## src/sv/tedet_pkg.sv

```systemverilog
// ============================================================================
// tedet_pkg
// Shared codes and byte-class helpers for the text encoding detector.
// ============================================================================
package tedet_pkg;

    // Verdict codes on m_encoding
    localparam logic [1:0] ENC_NONE  = 2'd0;
    localparam logic [1:0] ENC_UTF8  = 2'd1;
    localparam logic [1:0] ENC_SJIS  = 2'd2;
    localparam logic [1:0] ENC_EUCKR = 2'd3;

    typedef logic [7:0] byte_t;

    function automatic logic in_range(input byte_t v, input byte_t lo, input byte_t hi);
        return (v >= lo) && (v <= hi);
    endfunction

    // Shift-JIS lead of a double-byte character (0x81-0x9E or 0xE0-0xEE)
    function automatic logic sjis_lead(input byte_t b);
        return in_range(b, 8'h81, 8'h9E) || in_range(b, 8'hE0, 8'hEE);
    endfunction

    // Shift-JIS trail byte
    function automatic logic sjis_trail(input byte_t b);
        return in_range(b, 8'h40, 8'h7E) || in_range(b, 8'h80, 8'hFC);
    endfunction

    // EUC-KR (KS X 1001) pair or CP949 extended pair
    function automatic logic euckr_pair(input byte_t lead, input byte_t b);
        logic ks;
        logic ext;
        ks  = in_range(lead, 8'hA1, 8'hFE) && in_range(b, 8'hA1, 8'hFE);
        ext = in_range(lead, 8'h81, 8'hC5) &&
              (in_range(b, 8'h41, 8'h5A) || in_range(b, 8'h61, 8'h7A) ||
               in_range(b, 8'h81, 8'hFE));
        return ks || ext;
    endfunction

endpackage

```

## src/sv/text_encoding_detector.sv

```systemverilog
// ============================================================================
// text_encoding_detector
// Byte-wide charset checker: UTF-8, Shift-JIS and EUC-KR/CP949 side by side.
// ============================================================================
// A verdict appears on m_valid in the cycle after its final word is
// accepted. Throughput: one word per cycle; the only limit is the single
// result register, which still takes a new word while m_ready is high.
// Reset (aresetn low, synchronous): all validators pass, nothing pending,
// no verdict held.
module text_encoding_detector (
    input  logic                 aclk,
    input  logic                 aresetn,
    input  logic                 s_valid,
    output logic                 s_ready,
    input  tedet_pkg::byte_t     s_data_byte,
    input  logic                 s_end_of_string,
    output logic                 m_valid,
    input  logic                 m_ready,
    output logic [1:0]           m_encoding
);
    import tedet_pkg::*;

    // Validator state
    logic       utf8_valid_reg,   utf8_valid_next;
    logic [1:0] utf8_owed_reg,    utf8_owed_next;
    logic       sjis_valid_reg,   sjis_valid_next;
    logic       sjis_due_reg,     sjis_due_next;
    logic       euckr_valid_reg,  euckr_valid_next;
    logic       euckr_due_reg,    euckr_due_next;
    byte_t      euckr_lead_reg,   euckr_lead_next;
    logic       ended_reg,        ended_next;

    // Result register
    logic       m_valid_reg,      m_valid_next;
    logic [1:0] m_encoding_reg,   m_encoding_next;

    logic       accept;

    // Take a new word whenever the result slot is free or being drained.
    assign s_ready    = !m_valid_reg || m_ready;
    assign accept     = s_valid && s_ready;
    assign m_valid    = m_valid_reg;
    assign m_encoding = m_encoding_reg;

    always_comb begin
        utf8_valid_next  = utf8_valid_reg;
        utf8_owed_next   = utf8_owed_reg;
        sjis_valid_next  = sjis_valid_reg;
        sjis_due_next    = sjis_due_reg;
        euckr_valid_next = euckr_valid_reg;
        euckr_due_next   = euckr_due_reg;
        euckr_lead_next  = euckr_lead_reg;
        ended_next       = ended_reg;
        m_encoding_next  = m_encoding_reg;
        m_valid_next     = m_valid_reg && !m_ready;

        if (accept) begin
            if (!ended_reg) begin
                if (s_data_byte == 8'h00) begin
                    // Terminator: fail any validator with a sequence open.
                    ended_next = 1'b1;
                    if (utf8_owed_reg != 2'd0) utf8_valid_next = 1'b0;
                    if (sjis_due_reg)          sjis_valid_next = 1'b0;
                    if (euckr_due_reg)         euckr_valid_next = 1'b0;
                    utf8_owed_next = 2'd0;
                    sjis_due_next  = 1'b0;
                    euckr_due_next = 1'b0;
                end else begin
                    // UTF-8: lead sets the continuation count, each
                    // continuation must be 10xxxxxx.
                    if (utf8_valid_reg) begin
                        if (utf8_owed_reg != 2'd0) begin
                            if (s_data_byte[7:6] != 2'b10) begin
                                utf8_valid_next = 1'b0;
                                utf8_owed_next  = 2'd0;
                            end else begin
                                utf8_owed_next = utf8_owed_reg - 2'd1;
                            end
                        end else if (!s_data_byte[7]) begin
                            utf8_owed_next = 2'd0;
                        end else if ((s_data_byte & 8'hE0) == 8'hC0) begin
                            utf8_owed_next = 2'd1;
                        end else if ((s_data_byte & 8'hF0) == 8'hE0) begin
                            utf8_owed_next = 2'd2;
                        end else if ((s_data_byte & 8'hF8) == 8'hF0) begin
                            utf8_owed_next = 2'd3;
                        end else begin
                            utf8_valid_next = 1'b0;
                        end
                    end
                    // Shift-JIS: lead then one trail.
                    if (sjis_valid_reg) begin
                        if (sjis_due_reg) begin
                            sjis_due_next = 1'b0;
                            if (!sjis_trail(s_data_byte)) sjis_valid_next = 1'b0;
                        end else if (!s_data_byte[7]) begin
                            sjis_due_next = 1'b0;
                        end else if (sjis_lead(s_data_byte)) begin
                            sjis_due_next = 1'b1;
                        end else begin
                            sjis_valid_next = 1'b0;
                        end
                    end
                    // EUC-KR/CP949: hold the lead, check the pair on the trail.
                    if (euckr_valid_reg) begin
                        if (euckr_due_reg) begin
                            euckr_due_next = 1'b0;
                            if (!euckr_pair(euckr_lead_reg, s_data_byte)) begin
                                euckr_valid_next = 1'b0;
                            end
                        end else if (!s_data_byte[7]) begin
                            euckr_due_next = 1'b0;
                        end else if (in_range(s_data_byte, 8'h81, 8'hFE)) begin
                            euckr_due_next  = 1'b1;
                            euckr_lead_next = s_data_byte;
                        end else begin
                            euckr_valid_next = 1'b0;
                        end
                    end
                end
            end

            if (s_end_of_string) begin
                // Close open sequences, pick by priority, drop back to reset.
                priority if (utf8_valid_next && utf8_owed_next == 2'd0) begin
                    m_encoding_next = ENC_UTF8;
                end else if (sjis_valid_next && !sjis_due_next) begin
                    m_encoding_next = ENC_SJIS;
                end else if (euckr_valid_next && !euckr_due_next) begin
                    m_encoding_next = ENC_EUCKR;
                end else begin
                    m_encoding_next = ENC_NONE;
                end
                m_valid_next     = 1'b1;
                utf8_valid_next  = 1'b1;
                utf8_owed_next   = 2'd0;
                sjis_valid_next  = 1'b1;
                sjis_due_next    = 1'b0;
                euckr_valid_next = 1'b1;
                euckr_due_next   = 1'b0;
                euckr_lead_next  = 8'h00;
                ended_next       = 1'b0;
            end
        end
    end

    always_ff @(posedge aclk) begin
        if (!aresetn) begin
            utf8_valid_reg  <= 1'b1;
            utf8_owed_reg   <= 2'd0;
            sjis_valid_reg  <= 1'b1;
            sjis_due_reg    <= 1'b0;
            euckr_valid_reg <= 1'b1;
            euckr_due_reg   <= 1'b0;
            ended_reg       <= 1'b0;
            m_valid_reg     <= 1'b0;
        end else begin
            utf8_valid_reg  <= utf8_valid_next;
            utf8_owed_reg   <= utf8_owed_next;
            sjis_valid_reg  <= sjis_valid_next;
            sjis_due_reg    <= sjis_due_next;
            euckr_valid_reg <= euckr_valid_next;
            euckr_due_reg   <= euckr_due_next;
            ended_reg       <= ended_next;
            m_valid_reg     <= m_valid_next;
        end
    end

    // Payload registers: no reset needed.
    always_ff @(posedge aclk) begin
        euckr_lead_reg <= euckr_lead_next;
        m_encoding_reg <= m_encoding_next;
    end

endmodule
```

## config.mk

```make
export PLATFORM = sky130hd
export DESIGN_NAME = text_encoding_detector
export DESIGN_NICKNAME = d
export VERILOG_FILES = /design/src/sv/tedet_pkg.sv /design/src/sv/text_encoding_detector.sv
export SDC_FILE = /design/constraint.sdc
export NUM_CORES = 1
export LEC_CHECK = 0
export BUFFER_PORTS_ARGS = -buffer_cell sky130_fd_sc_hd__buf_2
export CAP_MARGIN = 20
export CORE_ASPECT_RATIO = 0.7
export CORE_MARGIN = 1
export CORE_UTILIZATION = 61
export CTS_BUF_LIST = sky130_fd_sc_hd__clkbuf_16
export DETAILED_ROUTE_END_ITERATION = 8
export PLACE_DENSITY_LB_ADDON = 0.05
export SLEW_MARGIN = 20
export SYNTH_ARGS = -nofsm -noshare
export SYNTH_HDL_FRONTEND = slang
export SYNTH_SLANG_ARGS = --single-unit
export TNS_END_PERCENT = 50
```

## constraint.sdc

```tcl
create_clock -name aclk -period 4.1 [get_ports aclk]
set_input_delay 0.82 -clock aclk [delete_from_list [all_inputs] [get_ports aclk]]
set_output_delay 0.82 -clock aclk [all_outputs]
set_load 0.05 [all_outputs]
```

# Word-level counts from Yosys, hierarchy flattened
# Index checks and enable logic that the tools add are counted.
# word_totals
ff_bits,19
wordCells,141
# classes
n_addsub,1
order_cmp,18
eq_ne,7
mux,70
n_reduce_logical,35
# op_table
operator,n
two-way mux 1 bit,51
>= comparator 8 bit (second input constant),6
<= comparator 8 bit (second input constant),6
two-way mux 8 bit,6
two-way mux 2 bit,13
>= comparator 8 x 7 -> 1 bit (second input constant),3
<= comparator 8 x 7 -> 1 bit (second input constant),3
logical AND 1 bit,17
zero test 8 bit,1
inequality test 2 bit (second input constant),4
nonzero test 2 bit,4
AND reduction 7 bit,1
logical OR 1 bit,6
== test 5 bit (second input constant),1
== test 4 bit (second input constant),1
zero test 1 bit,4
== test 3 bit (second input constant),1
zero test 2 bit,1
AND reduction 2 bit,1
subtractor 2 x 1 -> 2 bit (second input constant),1

# Longest topological paths before layout
# depth
depth_word,15
ltp_mapped,7
ltp_nobuf,7

# Least setup slack after synthesis
# No wires, ideal clock.
# synth_timing
kind,input port to flip-flop
from,in s_data_byte[5]
to,"reg m_encoding_reg[1] (netlist: m_encoding[1]), data pin"
t_arrival_ns,2.256
setup_slack_ns,1.583
path_stages,7
path_cell_list,clkbuf_1 nor3_2 and3_4 nor2_2 o21a_1 or2_1 o32a_1
# synth_between
elab_chain_len,15
# synth_rtl
element,line_no,rtl
from (decl),text_encoding_detector.sv:15,"input tedet_pkg::byte_t s_data_byte,"
>= comparator 8 x 7 -> 1 bit / <= comparator 8 x 7 -> 1 bit (equally long branches),tedet_pkg.sv:16,return (v >= lo) && (v <= hi);
logical AND 1 bit,tedet_pkg.sv:16,
logical OR 1 bit (2 in a row),tedet_pkg.sv:35,"(in_range(b, 8'h41, 8'h5A) || in_range(b, 8'h61, 8'h7A) ||"
logical AND 1 bit,tedet_pkg.sv:34,"ext = in_range(lead, 8'h81, 8'hC5) &&"
logical OR 1 bit,tedet_pkg.sv:37,return ks || ext;
two-way mux 1 bit,text_encoding_detector.sv:108,"if (!euckr_pair(euckr_lead_reg, s_data_byte)) begin"
two-way mux 1 bit,text_encoding_detector.sv:106,if (euckr_due_reg) begin
two-way mux 1 bit,text_encoding_detector.sv:105,if (euckr_valid_reg) begin
two-way mux 1 bit,text_encoding_detector.sv:59,if (s_data_byte == 8'h00) begin
two-way mux 1 bit,text_encoding_detector.sv:58,if (!ended_reg) begin
two-way mux 1 bit,text_encoding_detector.sv:57,if (accept) begin
logical AND 1 bit,text_encoding_detector.sv:129,end else if (euckr_valid_next && !euckr_due_next) begin
two-way mux 2 bit,text_encoding_detector.sv:129,
two-way mux 2 bit,text_encoding_detector.sv:127,end else if (sjis_valid_next && !sjis_due_next) begin
to (signal assigned),text_encoding_detector.sv:172,m_encoding_reg <= m_encoding_next;
to (decl),text_encoding_detector.sv:35,"logic [1:0] m_encoding_reg, m_encoding_next;"
# Several ways; a longest one is shown, not always the timed one. The select of a mux whose other input is x is not followed.
# A chain may end at the register's enable or synchronous reset.

# Worst setup path after layout
# layout_timing
from,in s_data_byte[3]
to,"reg m_encoding_reg[1] (netlist: m_encoding[1]), data pin"
# The elaborated chain is that of the path after synthesis.

==> impl_metrics.toml <==
[power]
ir_drop_uv = 233
clockPowerShare_pct = 39.5
switching_share_pct = 26.0
pwr_density_cell_mw_per_mm2 = 349
p_sw_mw = 0.130
power_mw = 0.502
comb_power_share_pct = 16.9
leakagePower_nw = 0.526
seq_power_share_pct = 43.5
p_int_mw = 0.371

[yosys]
syn_area_per_cell_um2 = 8.28
syn_area_mm2 = 0.00127
yosysWarningCount = 0
synth_flop_cell = "edfxtp_1"
async_flop_share_pct = 0
synth-seq-cells = 19
ys_seq_area_share_pct = 37.7
syn-num-nets = 168
synth_cell_types = 48
synthCells = 154
synth_edf_count = 10

[timing]
rsz0062_at_grt = "false"
fin_skew_ns = 0.00173
tightest_slew_ns = 0.728
hold_viol_final = 0
fin_crit_sh_pct = 61.2
post-route-min-period_ns = 2.51
max_freq_mhz = 399
setup_viol = 0
fin_ws_ns = 1.59
drv_slew = 0
tns_ns = 0
relSlewSlack_pct = 51.5

[setup_path]
crit_path_top_delay_cell = "nor4_4"
worst_setup_path_end_kind = "flip-flop"
cp_max_fo = 8
crit_family = "simple AND/OR/NAND/NOR gates"
worstPathArrival_ns = 2.51
critical_path_buf_inv_count = 1
cp.required_ns = 4.10
critical_path_class = "in -> reg"
cp_cell_sequence = "buf_2 > nor4_4 > and3_4 > nor2_2 > o21a_1 > or2_1 > o32a_1"
cpPeakStageDelay_ns = 0.43
critPathLaunchType = "input pin"

[global_routing]
grt_overflow = 0
grt_antenna_before_repair = 0
grt_pass1_vias = 1053
grt_max_degree = 16
grt_pass1_wl_um = 5190
grtUsageTotal_pct = 31.5

[finish]
insertedDiodeCount = 0
fin_util_pct = 75.5
final_layout_size_suffix_gt1_share_pct = 15.5
layout_common_cells = "buf_2, nand2_1, a21oi_1, nor2_1, edfxtp_1"
largest_reg_flops = 8
layout.cells.non_filler = 190
final_common_cell = "buf_2"
synthToLayoutAreaGrowth_pct = 12.8
final_nets = 183

[clocking]
numCtsBuffers = 3
clkLatencyLatePin_ns = 0.25
cts.repair.resized = 0
htreeDepth = 1
cts_root_buf = "clkbuf_16"
cts_tree = "built"
post_cts_buffers = 0
cts_buffer_depth = 2
clock-sinks = 19
hold_buffers = 0
clk_pin_slew_worst_paths_ns = 0.05

[run_status]
status = "completed"

[placed_design]
place_ws_ns = 1.40
dp.cells = 186
placement.io_buffers = 16
dp_hpwl_um = 2230
place_congestion = 0.967

[route]
drtPass1Iterations = 8
vias = 1307
vias_per_cell = 6.88
wire_per_inst_um = 17.1
ant_nets = 0
drt_wl_total_um = 3250
drt-initial-drc-count = 154
route.detailed.drc = 0

[floorplanning]
rows = 13
io_pins = 17
initial_core_util_pct = 67.0
fp.dieH_um = 40.3
die_x_um = 56.6
core_mm2 = 0.00190
die-area_mm2 = 0.00228

[min_path]
worstHoldPathType = "reg -> reg"

[run]
cap_violations = 0
[synthesized netlist by cell type, types with 3 or more instances]
library cell   n  area share, %
nand4_1        3            1.5
a22oi_1        3            1.8
nand2_1       15            4.4
clkbuf_1       4            1.2
nor2b_1        9            4.4
o21ai_0        6            2.4
a21oi_1       13            5.1
edfxtp_1      10             24
nand2b_1       4            2.0
inv_1          5            1.5
dfxtp_1        9             14
a31oi_1        4            2.0
o21ai_1        4            1.6
nor2_1        12            3.5
nand3_1        6            2.4
nor3_1         5            2.0
[per-stage QoR]
stage / instance area (um^2) / hold slack, ns
6_report: 1440 / 0.541
5_1_grt: 1440 / 0.547
4_1_cts: 1440 / 0.534
3_5_place_dp: 1360 / 0.513
3_3_place_gp: 1360 / 0.509
2_1_floorplan: 1270 / 0.469
[power groups by stage]
stage,Sequential (mW),Clock (mW),Combinational [mW]
after CTS,0.218,0.197,0.0825
after global routing,0.219,0.207,0.0924
after floorplan,0.227,0,0.0517
final,0.218,0.198,0.0850
after global placement,0.221,0,0.0797
after detailed placement,0.222,0,0.0815
[logic make-up (layout without fill, tap and decap cells)]
group / count (synthesis) / count (layout) / share of synthesized area [%]
AND/OR/NAND/NOR: 68 / 68 / 29.5
AO/OA/AOI/OAI: 53 / 53 / 27.8
flip-flops: 19 / 19 / 37.7
buffers and inverters: 13 / 27 / 4.02
adder cells (fa/ha/maj): 1 / 1 / 0.981
[per-layer routing]
metal / up-vias / track usage, % / wire length [um]
met5: - / 0 / 0
met4: 0 / 13.4 / 99
met3: 18 / 8.39 / 432
met2: 114 / 45.9 / 1320
met1: 564 / 44.4 / 1400
li1: 611 / - / -
[area by class of cell]
type / count / area [um^2]
Timing Repair Buffer: 16 / 80.1
Inverter: 7 / 26.3
Tap cell: 22 / 27.5
Clock inverter: 1 / 5.00
Sequential cell: 19 / 480
Multi-Input combinational cell: 122 / 743
Fill cell: 145 / 465
Clock buffer: 3 / 75.1
[worst reg2reg max path, delay by kind of cell, from the launching register on]
family / cells / cell delay [ns]
fa+ha+maj: 1 / 0.26
flops: 1 / 0.43
simple gates: 1 / 0.48
buf+inv: 1 / 0.07
compound gates: 3 / 0.56
[path summary, 6_finish.rpt]
path	from	endpoint	slack, ns	cells after the start
setup / recovery	s_data_byte[3]	m_encoding[1]$_SDFFCE_PP0P_	1.59	7
hold / removal	sjis_valid_reg$_SDFFE_PN1P_	sjis_valid_reg$_SDFFE_PN1P_	0.54	1
setup reg to reg	utf8_owed_reg[0]$_SDFFE_PN0P_	m_encoding[0]$_SDFFCE_PP1P_	2.03	6
hold reg to reg	sjis_valid_reg$_SDFFE_PN1P_	sjis_valid_reg$_SDFFE_PN1P_	0.54	1
No activity file was read; power rests on OpenSTA's default activity.
